--- config.mk ---
export PLATFORM = sky130hd
export DESIGN_NAME = keyed_deque_with_search_unit
export DESIGN_NICKNAME = d
export VERILOG_FILES = /design/src/sv/kds_pkg.sv /design/src/sv/keyed_deque_with_search_unit.sv /design/src/sv/kds_ram.sv /design/src/sv/kds_front.sv /design/src/sv/kds_back.sv
export SDC_FILE = /design/constraint.sdc
export NUM_CORES = 1
export LEC_CHECK = 0
export ABC_CLOCK_PERIOD_IN_PS = 13020
export BUFFER_PORTS_ARGS = -buffer_cell sky130_fd_sc_hd__buf_2
export CAP_MARGIN = 20
export CORE_MARGIN = 4
export CORE_UTILIZATION = 60
export CTS_CLUSTER_DIAMETER = 30
export DETAILED_ROUTE_END_ITERATION = 16
export GPL_TIMING_DRIVEN = 0
export PLACE_DENSITY = 0.74
export SYNTH_ARGS = -nofsm -noshare
export SYNTH_HDL_FRONTEND = slang
export SYNTH_HIERARCHICAL = 1
export SYNTH_SLANG_ARGS = --single-unit
--- constraint.sdc ---
create_clock -name i_clk -period 13.02 [get_ports i_clk]
set_input_delay 3.255 -clock i_clk [delete_from_list [all_inputs] [get_ports i_clk]]
set_output_delay 3.255 -clock i_clk [all_outputs]
set_load 0.005 [all_outputs]
--- src/sv/kds_pkg.sv ---
// ----------------------------------------------------------------------------
// kds_pkg
// Shared types and constants of the keyed deque with search.
// ----------------------------------------------------------------------------
`default_nettype none

package kds_pkg;

    localparam int KDS_DEPTH = 16;
    localparam int KEY_W     = 32;
    localparam int ACT_W     = 2;

    localparam logic [ACT_W-1:0] ACT_FRONT  = 2'd0;
    localparam logic [ACT_W-1:0] ACT_BACK   = 2'd1;
    localparam logic [ACT_W-1:0] ACT_SEARCH = 2'd2;

    typedef enum logic [1:0] {
        OP_FRONT,
        OP_BACK,
        OP_SEARCH,
        OP_NOP
    } t_op;

    typedef struct packed {
        t_op              op;
        logic [KEY_W-1:0] key;
    } t_cmd;

endpackage

`default_nettype wire

--- src/sv/keyed_deque_with_search_unit.sv ---
// ----------------------------------------------------------------------------
// keyed_deque_with_search_unit
// Bounded ring of signed keys with front insert, back insert and
// front-to-back search for the first equal key.
// ----------------------------------------------------------------------------
//  channel   | valid    | stall    | payload
//  input     | i_valid  | o_stall  | i_action, i_key
//  result    | o_valid  | i_stall  | o_status, o_found, o_position, o_entry_count
//
//  inserts and unused actions: result registered in the cycle after the back end pops them
//  search over n held keys: one key per cycle from the
//  single read port of the key ram
//  reset clears pointers, count and queue; the key ram is not cleared
//  a stalled result holds; the front keeps taking up to two more beats
// ----------------------------------------------------------------------------
`default_nettype none

module keyed_deque_with_search_unit #(
    parameter int DEPTH = kds_pkg::KDS_DEPTH
) (
    input  wire logic                             i_clk,
    input  wire logic                             i_rst_n,
    input  wire logic                             i_valid,
    output logic                                  o_stall,
    input  wire logic [kds_pkg::ACT_W-1:0]        i_action,
    input  wire logic signed [kds_pkg::KEY_W-1:0] i_key,
    output logic                                  o_valid,
    input  wire logic                             i_stall,
    output logic                                  o_status,
    output logic                                  o_found,
    output logic [$clog2(DEPTH)-1:0]              o_position,
    output logic [$clog2(DEPTH+1)-1:0]            o_entry_count
);

    import kds_pkg::*;

    t_cmd cmd;
    logic cmd_valid;
    logic cmd_pop;

    kds_front u_front (
        .i_clk       (i_clk),
        .i_rst_n     (i_rst_n),
        .i_valid     (i_valid),
        .o_stall     (o_stall),
        .i_action    (i_action),
        .i_key       (i_key),
        .o_cmd       (cmd),
        .o_cmd_valid (cmd_valid),
        .i_cmd_pop   (cmd_pop)
    );

    kds_back #(
        .DEPTH (DEPTH)
    ) u_back (
        .i_clk         (i_clk),
        .i_rst_n       (i_rst_n),
        .i_cmd         (cmd),
        .i_cmd_valid   (cmd_valid),
        .o_cmd_pop     (cmd_pop),
        .o_valid       (o_valid),
        .i_stall       (i_stall),
        .o_status      (o_status),
        .o_found       (o_found),
        .o_position    (o_position),
        .o_entry_count (o_entry_count)
    );

endmodule

`default_nettype wire

--- src/sv/kds_ram.sv ---
// ----------------------------------------------------------------------------
// kds_ram
// Generic single-write, single-read RAM with registered read data.
// ----------------------------------------------------------------------------
`default_nettype none

module kds_ram #(
    parameter int WIDTH = 32,
    parameter int DEPTH = 16
) (
    input  wire logic                     i_clk,
    input  wire logic                     i_we,
    input  wire logic [$clog2(DEPTH)-1:0] i_waddr,
    input  wire logic [WIDTH-1:0]         i_wdata,
    input  wire logic [$clog2(DEPTH)-1:0] i_raddr,
    output logic      [WIDTH-1:0]         o_rdata
);

    logic [WIDTH-1:0] r_mem [DEPTH];

    always_ff @(posedge i_clk) begin
        if (i_we) begin
            r_mem[i_waddr] <= i_wdata;
        end
        o_rdata <= r_mem[i_raddr];
    end

endmodule

`default_nettype wire

--- src/sv/kds_front.sv ---
// ----------------------------------------------------------------------------
// kds_front
// Accepts input beats, decodes the action and buffers commands in a
// two-entry queue toward the back end.
// ----------------------------------------------------------------------------
`default_nettype none

module kds_front (
    input  wire logic                          i_clk,
    input  wire logic                          i_rst_n,
    input  wire logic                          i_valid,
    output logic                               o_stall,
    input  wire logic [kds_pkg::ACT_W-1:0]     i_action,
    input  wire logic signed [kds_pkg::KEY_W-1:0] i_key,
    output kds_pkg::t_cmd                      o_cmd,
    output logic                               o_cmd_valid,
    input  wire logic                          i_cmd_pop
);

    import kds_pkg::*;

    localparam logic [1:0] Q_FULL = 2'd2;

    t_cmd       r_q [2];
    logic       r_wp, r_rp;
    logic [1:0] r_cnt;
    t_cmd       dec;
    logic       push;

    // action decode
    always_comb begin
        dec.key = $unsigned(i_key);
        unique case (i_action)
            ACT_FRONT:  dec.op = OP_FRONT;
            ACT_BACK:   dec.op = OP_BACK;
            ACT_SEARCH: dec.op = OP_SEARCH;
            default:    dec.op = OP_NOP;
        endcase
    end

    assign o_stall     = (r_cnt == Q_FULL);
    assign push        = i_valid && !o_stall;
    assign o_cmd_valid = (r_cnt != 2'd0);
    assign o_cmd       = r_q[r_rp];

    always_ff @(posedge i_clk) begin
        if (push) begin
            r_q[r_wp] <= dec;
        end
    end

    always_ff @(posedge i_clk) begin
        if (!i_rst_n) begin
            r_wp  <= 1'b0;
            r_rp  <= 1'b0;
            r_cnt <= 2'd0;
        end else begin
            if (push) begin
                r_wp <= ~r_wp;
            end
            if (i_cmd_pop) begin
                r_rp <= ~r_rp;
            end
            r_cnt <= r_cnt + {1'b0, push} - {1'b0, i_cmd_pop};
        end
    end

    a_pop_needs_entry: assert property (@(posedge i_clk) disable iff (!i_rst_n)
        i_cmd_pop |-> o_cmd_valid)
        else $error("pop from empty command queue");

    a_queue_bound: assert property (@(posedge i_clk) disable iff (!i_rst_n)
        r_cnt != 2'd3)
        else $error("command queue overflow");

endmodule

`default_nettype wire

--- src/sv/kds_back.sv ---
// ----------------------------------------------------------------------------
// kds_back
// Executes commands on the key ring: front and back inserts, and a
// front-to-back search reading one key per cycle from the key RAM.
// ----------------------------------------------------------------------------
`default_nettype none

module kds_back #(
    parameter int DEPTH = kds_pkg::KDS_DEPTH
) (
    input  wire logic                         i_clk,
    input  wire logic                         i_rst_n,
    input  wire kds_pkg::t_cmd                i_cmd,
    input  wire logic                         i_cmd_valid,
    output logic                              o_cmd_pop,
    output logic                              o_valid,
    input  wire logic                         i_stall,
    output logic                              o_status,
    output logic                              o_found,
    output logic [$clog2(DEPTH)-1:0]          o_position,
    output logic [$clog2(DEPTH+1)-1:0]        o_entry_count
);

    import kds_pkg::*;

    localparam int AW = $clog2(DEPTH);
    localparam int CW = $clog2(DEPTH + 1);

    localparam logic ST_IDLE   = 1'b0;
    localparam logic ST_SEARCH = 1'b1;

    logic             r_state, n_state;
    logic [AW-1:0]    r_front, n_front;
    logic [CW-1:0]    r_count, n_count;
    logic [AW-1:0]    r_addr, n_addr;
    logic [AW-1:0]    r_idx, n_idx;
    logic [KEY_W-1:0] r_key, n_key;
    logic             r_ov, n_ov;
    logic             r_status, n_status;
    logic             r_found, n_found;
    logic [AW-1:0]    r_pos, n_pos;
    logic [CW-1:0]    r_cnt_out, n_cnt_out;

    logic             we;
    logic [AW-1:0]    waddr, raddr;
    logic [KEY_W-1:0] rdata;
    logic [AW-1:0]    front_dec, back_slot, next_addr;
    logic [AW:0]      back_sum, idx_nxt;
    logic             full, pop, last;

    kds_ram #(
        .WIDTH (KEY_W),
        .DEPTH (DEPTH)
    ) u_ram (
        .i_clk   (i_clk),
        .i_we    (we),
        .i_waddr (waddr),
        .i_wdata (i_cmd.key),
        .i_raddr (raddr),
        .o_rdata (rdata)
    );

    // ring slot arithmetic
    assign front_dec = (r_front == '0) ? AW'(DEPTH - 1) : r_front - 1'b1;
    assign back_sum  = {1'b0, r_front} + (AW+1)'(r_count);
    assign back_slot = (back_sum >= (AW+1)'(DEPTH)) ? AW'(back_sum - (AW+1)'(DEPTH))
                                                     : back_sum[AW-1:0];
    assign next_addr = (r_addr == AW'(DEPTH - 1)) ? '0 : r_addr + 1'b1;
    assign idx_nxt   = {1'b0, r_idx} + 1'b1;
    assign last      = (idx_nxt == (AW+1)'(r_count));
    assign full      = (r_count == CW'(DEPTH));

    assign pop       = i_cmd_valid && (r_state == ST_IDLE) && (!r_ov || !i_stall);
    assign o_cmd_pop = pop;

    always_comb begin
        n_state   = r_state;
        n_front   = r_front;
        n_count   = r_count;
        n_addr    = r_addr;
        n_idx     = r_idx;
        n_key     = r_key;
        n_ov      = r_ov && i_stall;
        n_status  = r_status;
        n_found   = r_found;
        n_pos     = r_pos;
        n_cnt_out = r_cnt_out;
        we        = 1'b0;
        waddr     = back_slot;
        raddr     = r_addr;

        unique case (r_state)
            ST_IDLE: begin
                if (pop) begin
                    case (i_cmd.op) inside
                        OP_FRONT, OP_BACK: begin
                            n_ov     = 1'b1;
                            n_found  = 1'b0;
                            n_pos    = '0;
                            if (full) begin
                                n_status  = 1'b1;
                                n_cnt_out = r_count;
                            end else begin
                                we        = 1'b1;
                                n_status  = 1'b0;
                                n_count   = r_count + 1'b1;
                                n_cnt_out = r_count + 1'b1;
                                if (i_cmd.op == OP_FRONT) begin
                                    n_front = front_dec;
                                    waddr   = front_dec;
                                end
                            end
                        end
                        OP_SEARCH: begin
                            if (r_count == '0) begin
                                n_ov      = 1'b1;
                                n_status  = 1'b0;
                                n_found   = 1'b0;
                                n_pos     = '0;
                                n_cnt_out = r_count;
                            end else begin
                                raddr   = r_front;
                                n_addr  = r_front;
                                n_idx   = '0;
                                n_key   = i_cmd.key;
                                n_state = ST_SEARCH;
                            end
                        end
                        default: begin
                            n_ov      = 1'b1;
                            n_status  = 1'b0;
                            n_found   = 1'b0;
                            n_pos     = '0;
                            n_cnt_out = r_count;
                        end
                    endcase
                end
            end
            ST_SEARCH: begin
                raddr  = next_addr;
                n_addr = next_addr;
                n_idx  = idx_nxt[AW-1:0];
                if ((rdata == r_key) || last) begin
                    n_state   = ST_IDLE;
                    n_ov      = 1'b1;
                    n_status  = 1'b0;
                    n_found   = (rdata == r_key);
                    n_pos     = (rdata == r_key) ? r_idx : '0;
                    n_cnt_out = r_count;
                end
            end
            default: n_state = ST_IDLE;
        endcase
    end

    always_ff @(posedge i_clk) begin
        r_addr    <= n_addr;
        r_idx     <= n_idx;
        r_key     <= n_key;
        r_status  <= n_status;
        r_found   <= n_found;
        r_pos     <= n_pos;
        r_cnt_out <= n_cnt_out;
    end

    always_ff @(posedge i_clk) begin
        if (!i_rst_n) begin
            r_state <= ST_IDLE;
            r_front <= '0;
            r_count <= '0;
            r_ov    <= 1'b0;
        end else begin
            r_state <= n_state;
            r_front <= n_front;
            r_count <= n_count;
            r_ov    <= n_ov;
        end
    end

    assign o_valid       = r_ov;
    assign o_status      = r_status;
    assign o_found       = r_found;
    assign o_position    = r_pos;
    assign o_entry_count = r_cnt_out;

    a_count_bound: assert property (@(posedge i_clk) disable iff (!i_rst_n)
        r_count <= CW'(DEPTH))
        else $error("entry count above depth");

    a_search_slot_free: assert property (@(posedge i_clk) disable iff (!i_rst_n)
        (r_state == ST_SEARCH) |-> !r_ov)
        else $error("search running while result beat pending");

    a_found_in_range: assert property (@(posedge i_clk) disable iff (!i_rst_n)
        (o_valid && o_found) |-> (CW'(o_position) < o_entry_count))
        else $error("match position beyond entry count");

    a_refused_when_full: assert property (@(posedge i_clk) disable iff (!i_rst_n)
        (o_valid && o_status) |-> (o_entry_count == CW'(DEPTH) && !o_found))
        else $error("insert refused while store not full");

endmodule

`default_nettype wire

==> results.sh <==
export IMPL_holdPathStages=2
export IMPL_status="finished, final reports clean"
export IMPL_hold_path_class="reg2reg"
export IMPL_grt_max_degree=38
export IMPL_dr_pass1_iters=5
export IMPL_ys_warn_count=6
export IMPL_fin_nets=1456
export IMPL_synth_edf_count=627
export IMPL_dp_hpwl_mm=33.1
export IMPL_viasPerCell=6.41
export IMPL_placed_area_sq_um=27200
export IMPL_syn_avg_cell_area_sq_um=21.2
export IMPL_fin_tns_setup_ns=0
export IMPL_p_seq_share_pct=36.2
export IMPL_wl_per_cell_um=28.9
export IMPL_antenna_found_initial=0
export IMPL_dp_cells=1829
export IMPL_p_switching_mw=2.23
export IMPL_ioPinCount=51
export IMPL_io_buffers=48
export IMPL_synthesis_area_sq_um=25700
export IMPL_cap_violations=0
export IMPL_yosysSeqAreaShare_pct=77.3
export IMPL_slew_headroom_pct=22.8
export IMPL_required_ns=13.53
export IMPL_area_growth_pct=22.3
export IMPL_async_reset_ff_share_pct=0
export IMPL_syn_num_nets=1262
export IMPL_layout_drive_gt1_share_pct=32.7
export IMPL_htreeDepth=3
export IMPL_dp_slack_ns=5.83
export IMPL_root_buffer="clkbuf_16"
export IMPL_fmax_mhz=152
export IMPL_gr_total_overflow=0
export IMPL_num_vias=13100
export IMPL_post_route_period_util_pct=50.5
export IMPL_clk_latency_ns=0.65
export IMPL_gp_congestion=0.786
export IMPL_cts_tree="built"
export IMPL_rr_worst_depth=12
export IMPL_ctsHoldBuffers=0
export IMPL_fin_crit_ns=6.58
export IMPL_core_area_sq_um=42100
export IMPL_p_per_area_nw_per_um2=255
export IMPL_worst_setup_path_end_kind="register"
export IMPL_drt_iter0_drc=1532
export IMPL_grt_pass1_wl_mm=88.5
export IMPL_p_int_mw=5.79
export IMPL_pwr_share_comb_pct=23.2
export IMPL_synth_flop_cell="edfxtp_1"
export IMPL_criticalPathCategory="in2reg"
export IMPL_rsz0062_at_grt="false"
export IMPL_path_max_fanout=37
export IMPL_initial_core_util_pct=61.0
export IMPL_clockPowerShare_pct=40.6
export IMPL_power_share_switching_pct=27.8
export IMPL_critPathLaunchType="primary input"
export IMPL_cts_sinks=679
export IMPL_rrSetupSlack_ns=8.40
export IMPL_setup_viol=0
export IMPL_antenna_cells=0
export IMPL_clk_pin_slew_ns=0.05
export IMPL_post_cts_buffers=0
export IMPL_timing_hold_ws_ns=0.520
export IMPL_layoutNonFillerInstCount=2048
export IMPL_route_detailed_drc=0
export IMPL_ys_seq_elements=679
export IMPL_cts_resized=0
export IMPL_grt_total_usage_pct=26.2
export IMPL_peakVddDrop_uv=160
export IMPL_ant_nets=0
export IMPL_slew_violations=0
export IMPL_worst_pin_slew_ns=1.16
export IMPL_final_hold_viol_count=0
export IMPL_final_area_sq_um=31400
export IMPL_fp_dieH_um=215
export IMPL_wl_mm=59.2
export IMPL_die_area_sq_um=46200
export IMPL_critPathArrivalTime_ns=7.09
export IMPL_syn_inst=1213
export IMPL_cts_buffers=115
export IMPL_final_common_cell="edfxtp_1"
export IMPL_setup_slack_ns=6.44
export IMPL_final_cell_mix="627 x edfxtp_1, 128 x mux4_2, 116 x clkbuf_16"
export IMPL_clock_path_buffers=3
export IMPL_synth_cell_types=57
export IMPL_grt_pass1_vias=13700
export IMPL_clock_skew_ns=0.0241
export IMPL_leakage_nw=10.6
export IMPL_die_w_um=215
export IMPL_rows=75
==> path summary, 6_finish.rpt <==
path	to	from
setup / recovery	u_back/u_ram/o_rdata[12]$_DFF_P_	i_stall
hold / removal	u_front/r_wp$_SDFFE_PN0P_	u_front/r_wp$_SDFFE_PN0P_
setup reg to reg	u_back/u_ram/o_rdata[12]$_DFF_P_	u_back/r_count[0]$_SDFFE_PN0P_
hold reg to reg	u_front/r_wp$_SDFFE_PN0P_	u_front/r_wp$_SDFFE_PN0P_
==> sequential cells by signal (all words and copies together), names as in the netlist, 2 cells and up, named ones only <==
| name | cells |
|---|---|
| u_back/u_ram/r_mem | 512 |
| u_front/r_q | 68 |
| u_back/r_key | 32 |
| u_back/u_ram/o_rdata | 32 |
| u_back/o_entry_count | 5 |
| u_back/r_count | 5 |
| u_back/o_position | 4 |
| u_back/r_addr | 4 |
| u_back/r_front | 4 |
| u_back/r_idx | 4 |
| u_front/r_cnt | 2 |
==> power groups by stage <==
stage | sequential, mW | combinational [mW] | clock, mW
floorplan | 2.92 | 1.24 | 0
global placement | 2.94 | 1.70 | 0
detailed placement | 2.94 | 1.81 | 0
CTS | 2.91 | 1.87 | 3.28
global route | 2.92 | 1.99 | 3.41
finish | 2.90 | 1.86 | 3.25
==> metal layers <==
| layer | global-route usage, % | up-vias | part of all wire (%) |
|---|---|---|---|
| met4 | 8.47 | 0 | 2.8 |
| met3 | 6.24 | 132 | 9.1 |
| li1 | - | 5406 | - |
| met5 | 0 | - | 0 |
| met1 | 35.5 | 6881 | 38 |
| met2 | 42.8 | 712 | 50 |
==> logic make-up after synthesis <==
logic type	count (synthesis)	synth area share [%]
compound gates	99	2.83
xor+xnor	52	1.77
fa+ha+maj	11	0.565
buf+inv	70	1.47
flops	679	77.3
mux	166	13.3
simple gates	136	2.71
==> synthesized netlist by cell type, drive strengths merged (2+ instances only) <==
library cell / count / area share, %
a21boi: 2 / 0.058
a21o: 2 / 0.058
a21oi: 8 / 0.16
a221o: 3 / 0.12
a22oi: 64 / 1.9
a311oi: 2 / 0.093
a31oi: 2 / 0.049
and2: 8 / 0.19
buf: 34 / 0.94
clkbuf: 21 / 0.31
dfxtp: 52 / 4.1
edfxtp: 627 / 73
ha: 10 / 0.49
inv: 15 / 0.22
mux2: 35 / 2.0
mux2i: 3 / 0.12
mux4: 128 / 11
nand2: 47 / 0.69
nand2b: 4 / 0.097
nand3: 6 / 0.12
nand3b: 2 / 0.058
nand4: 6 / 0.15
nor2: 35 / 0.54
nor2b: 2 / 0.049
nor3: 9 / 0.19
nor4: 10 / 0.34
o211ai: 2 / 0.058
o21ai: 7 / 0.14
o31ai: 2 / 0.058
xnor2: 14 / 0.48
xor2: 38 / 1.3
==> cell type report <==
cell class,count,area [sq um]
Tap cell,539,674
Timing Repair Buffer,77,704
Multi-Input combinational cell,464,5560
Clock inverter,90,1260
Sequential cell,679,19900
Clock buffer,129,2980
Buffer,55,322
Fill cell,2138,10700
Inverter,15,56.3
==> per-stage QoR <==
step,power (mW),utilization [%]
floorplan,4.17,-
global placement,4.65,63.1
detailed placement,4.75,64.5
CTS,8.06,74.6
global route,8.31,74.6
finish,8.02,74.6
==> critical path: stages <==
cell     delay (ns)
buf_2          0.11
a21bo_2        0.25
nor2_1         0.27
nand2_1        0.19
inv_2          0.85
a221o_1        0.39
buf_2          0.38
buf_2          0.47
mux4_2         0.57
a22oi_1        0.23
nand2_1        0.10
Power figures use the tool's default switching activity.
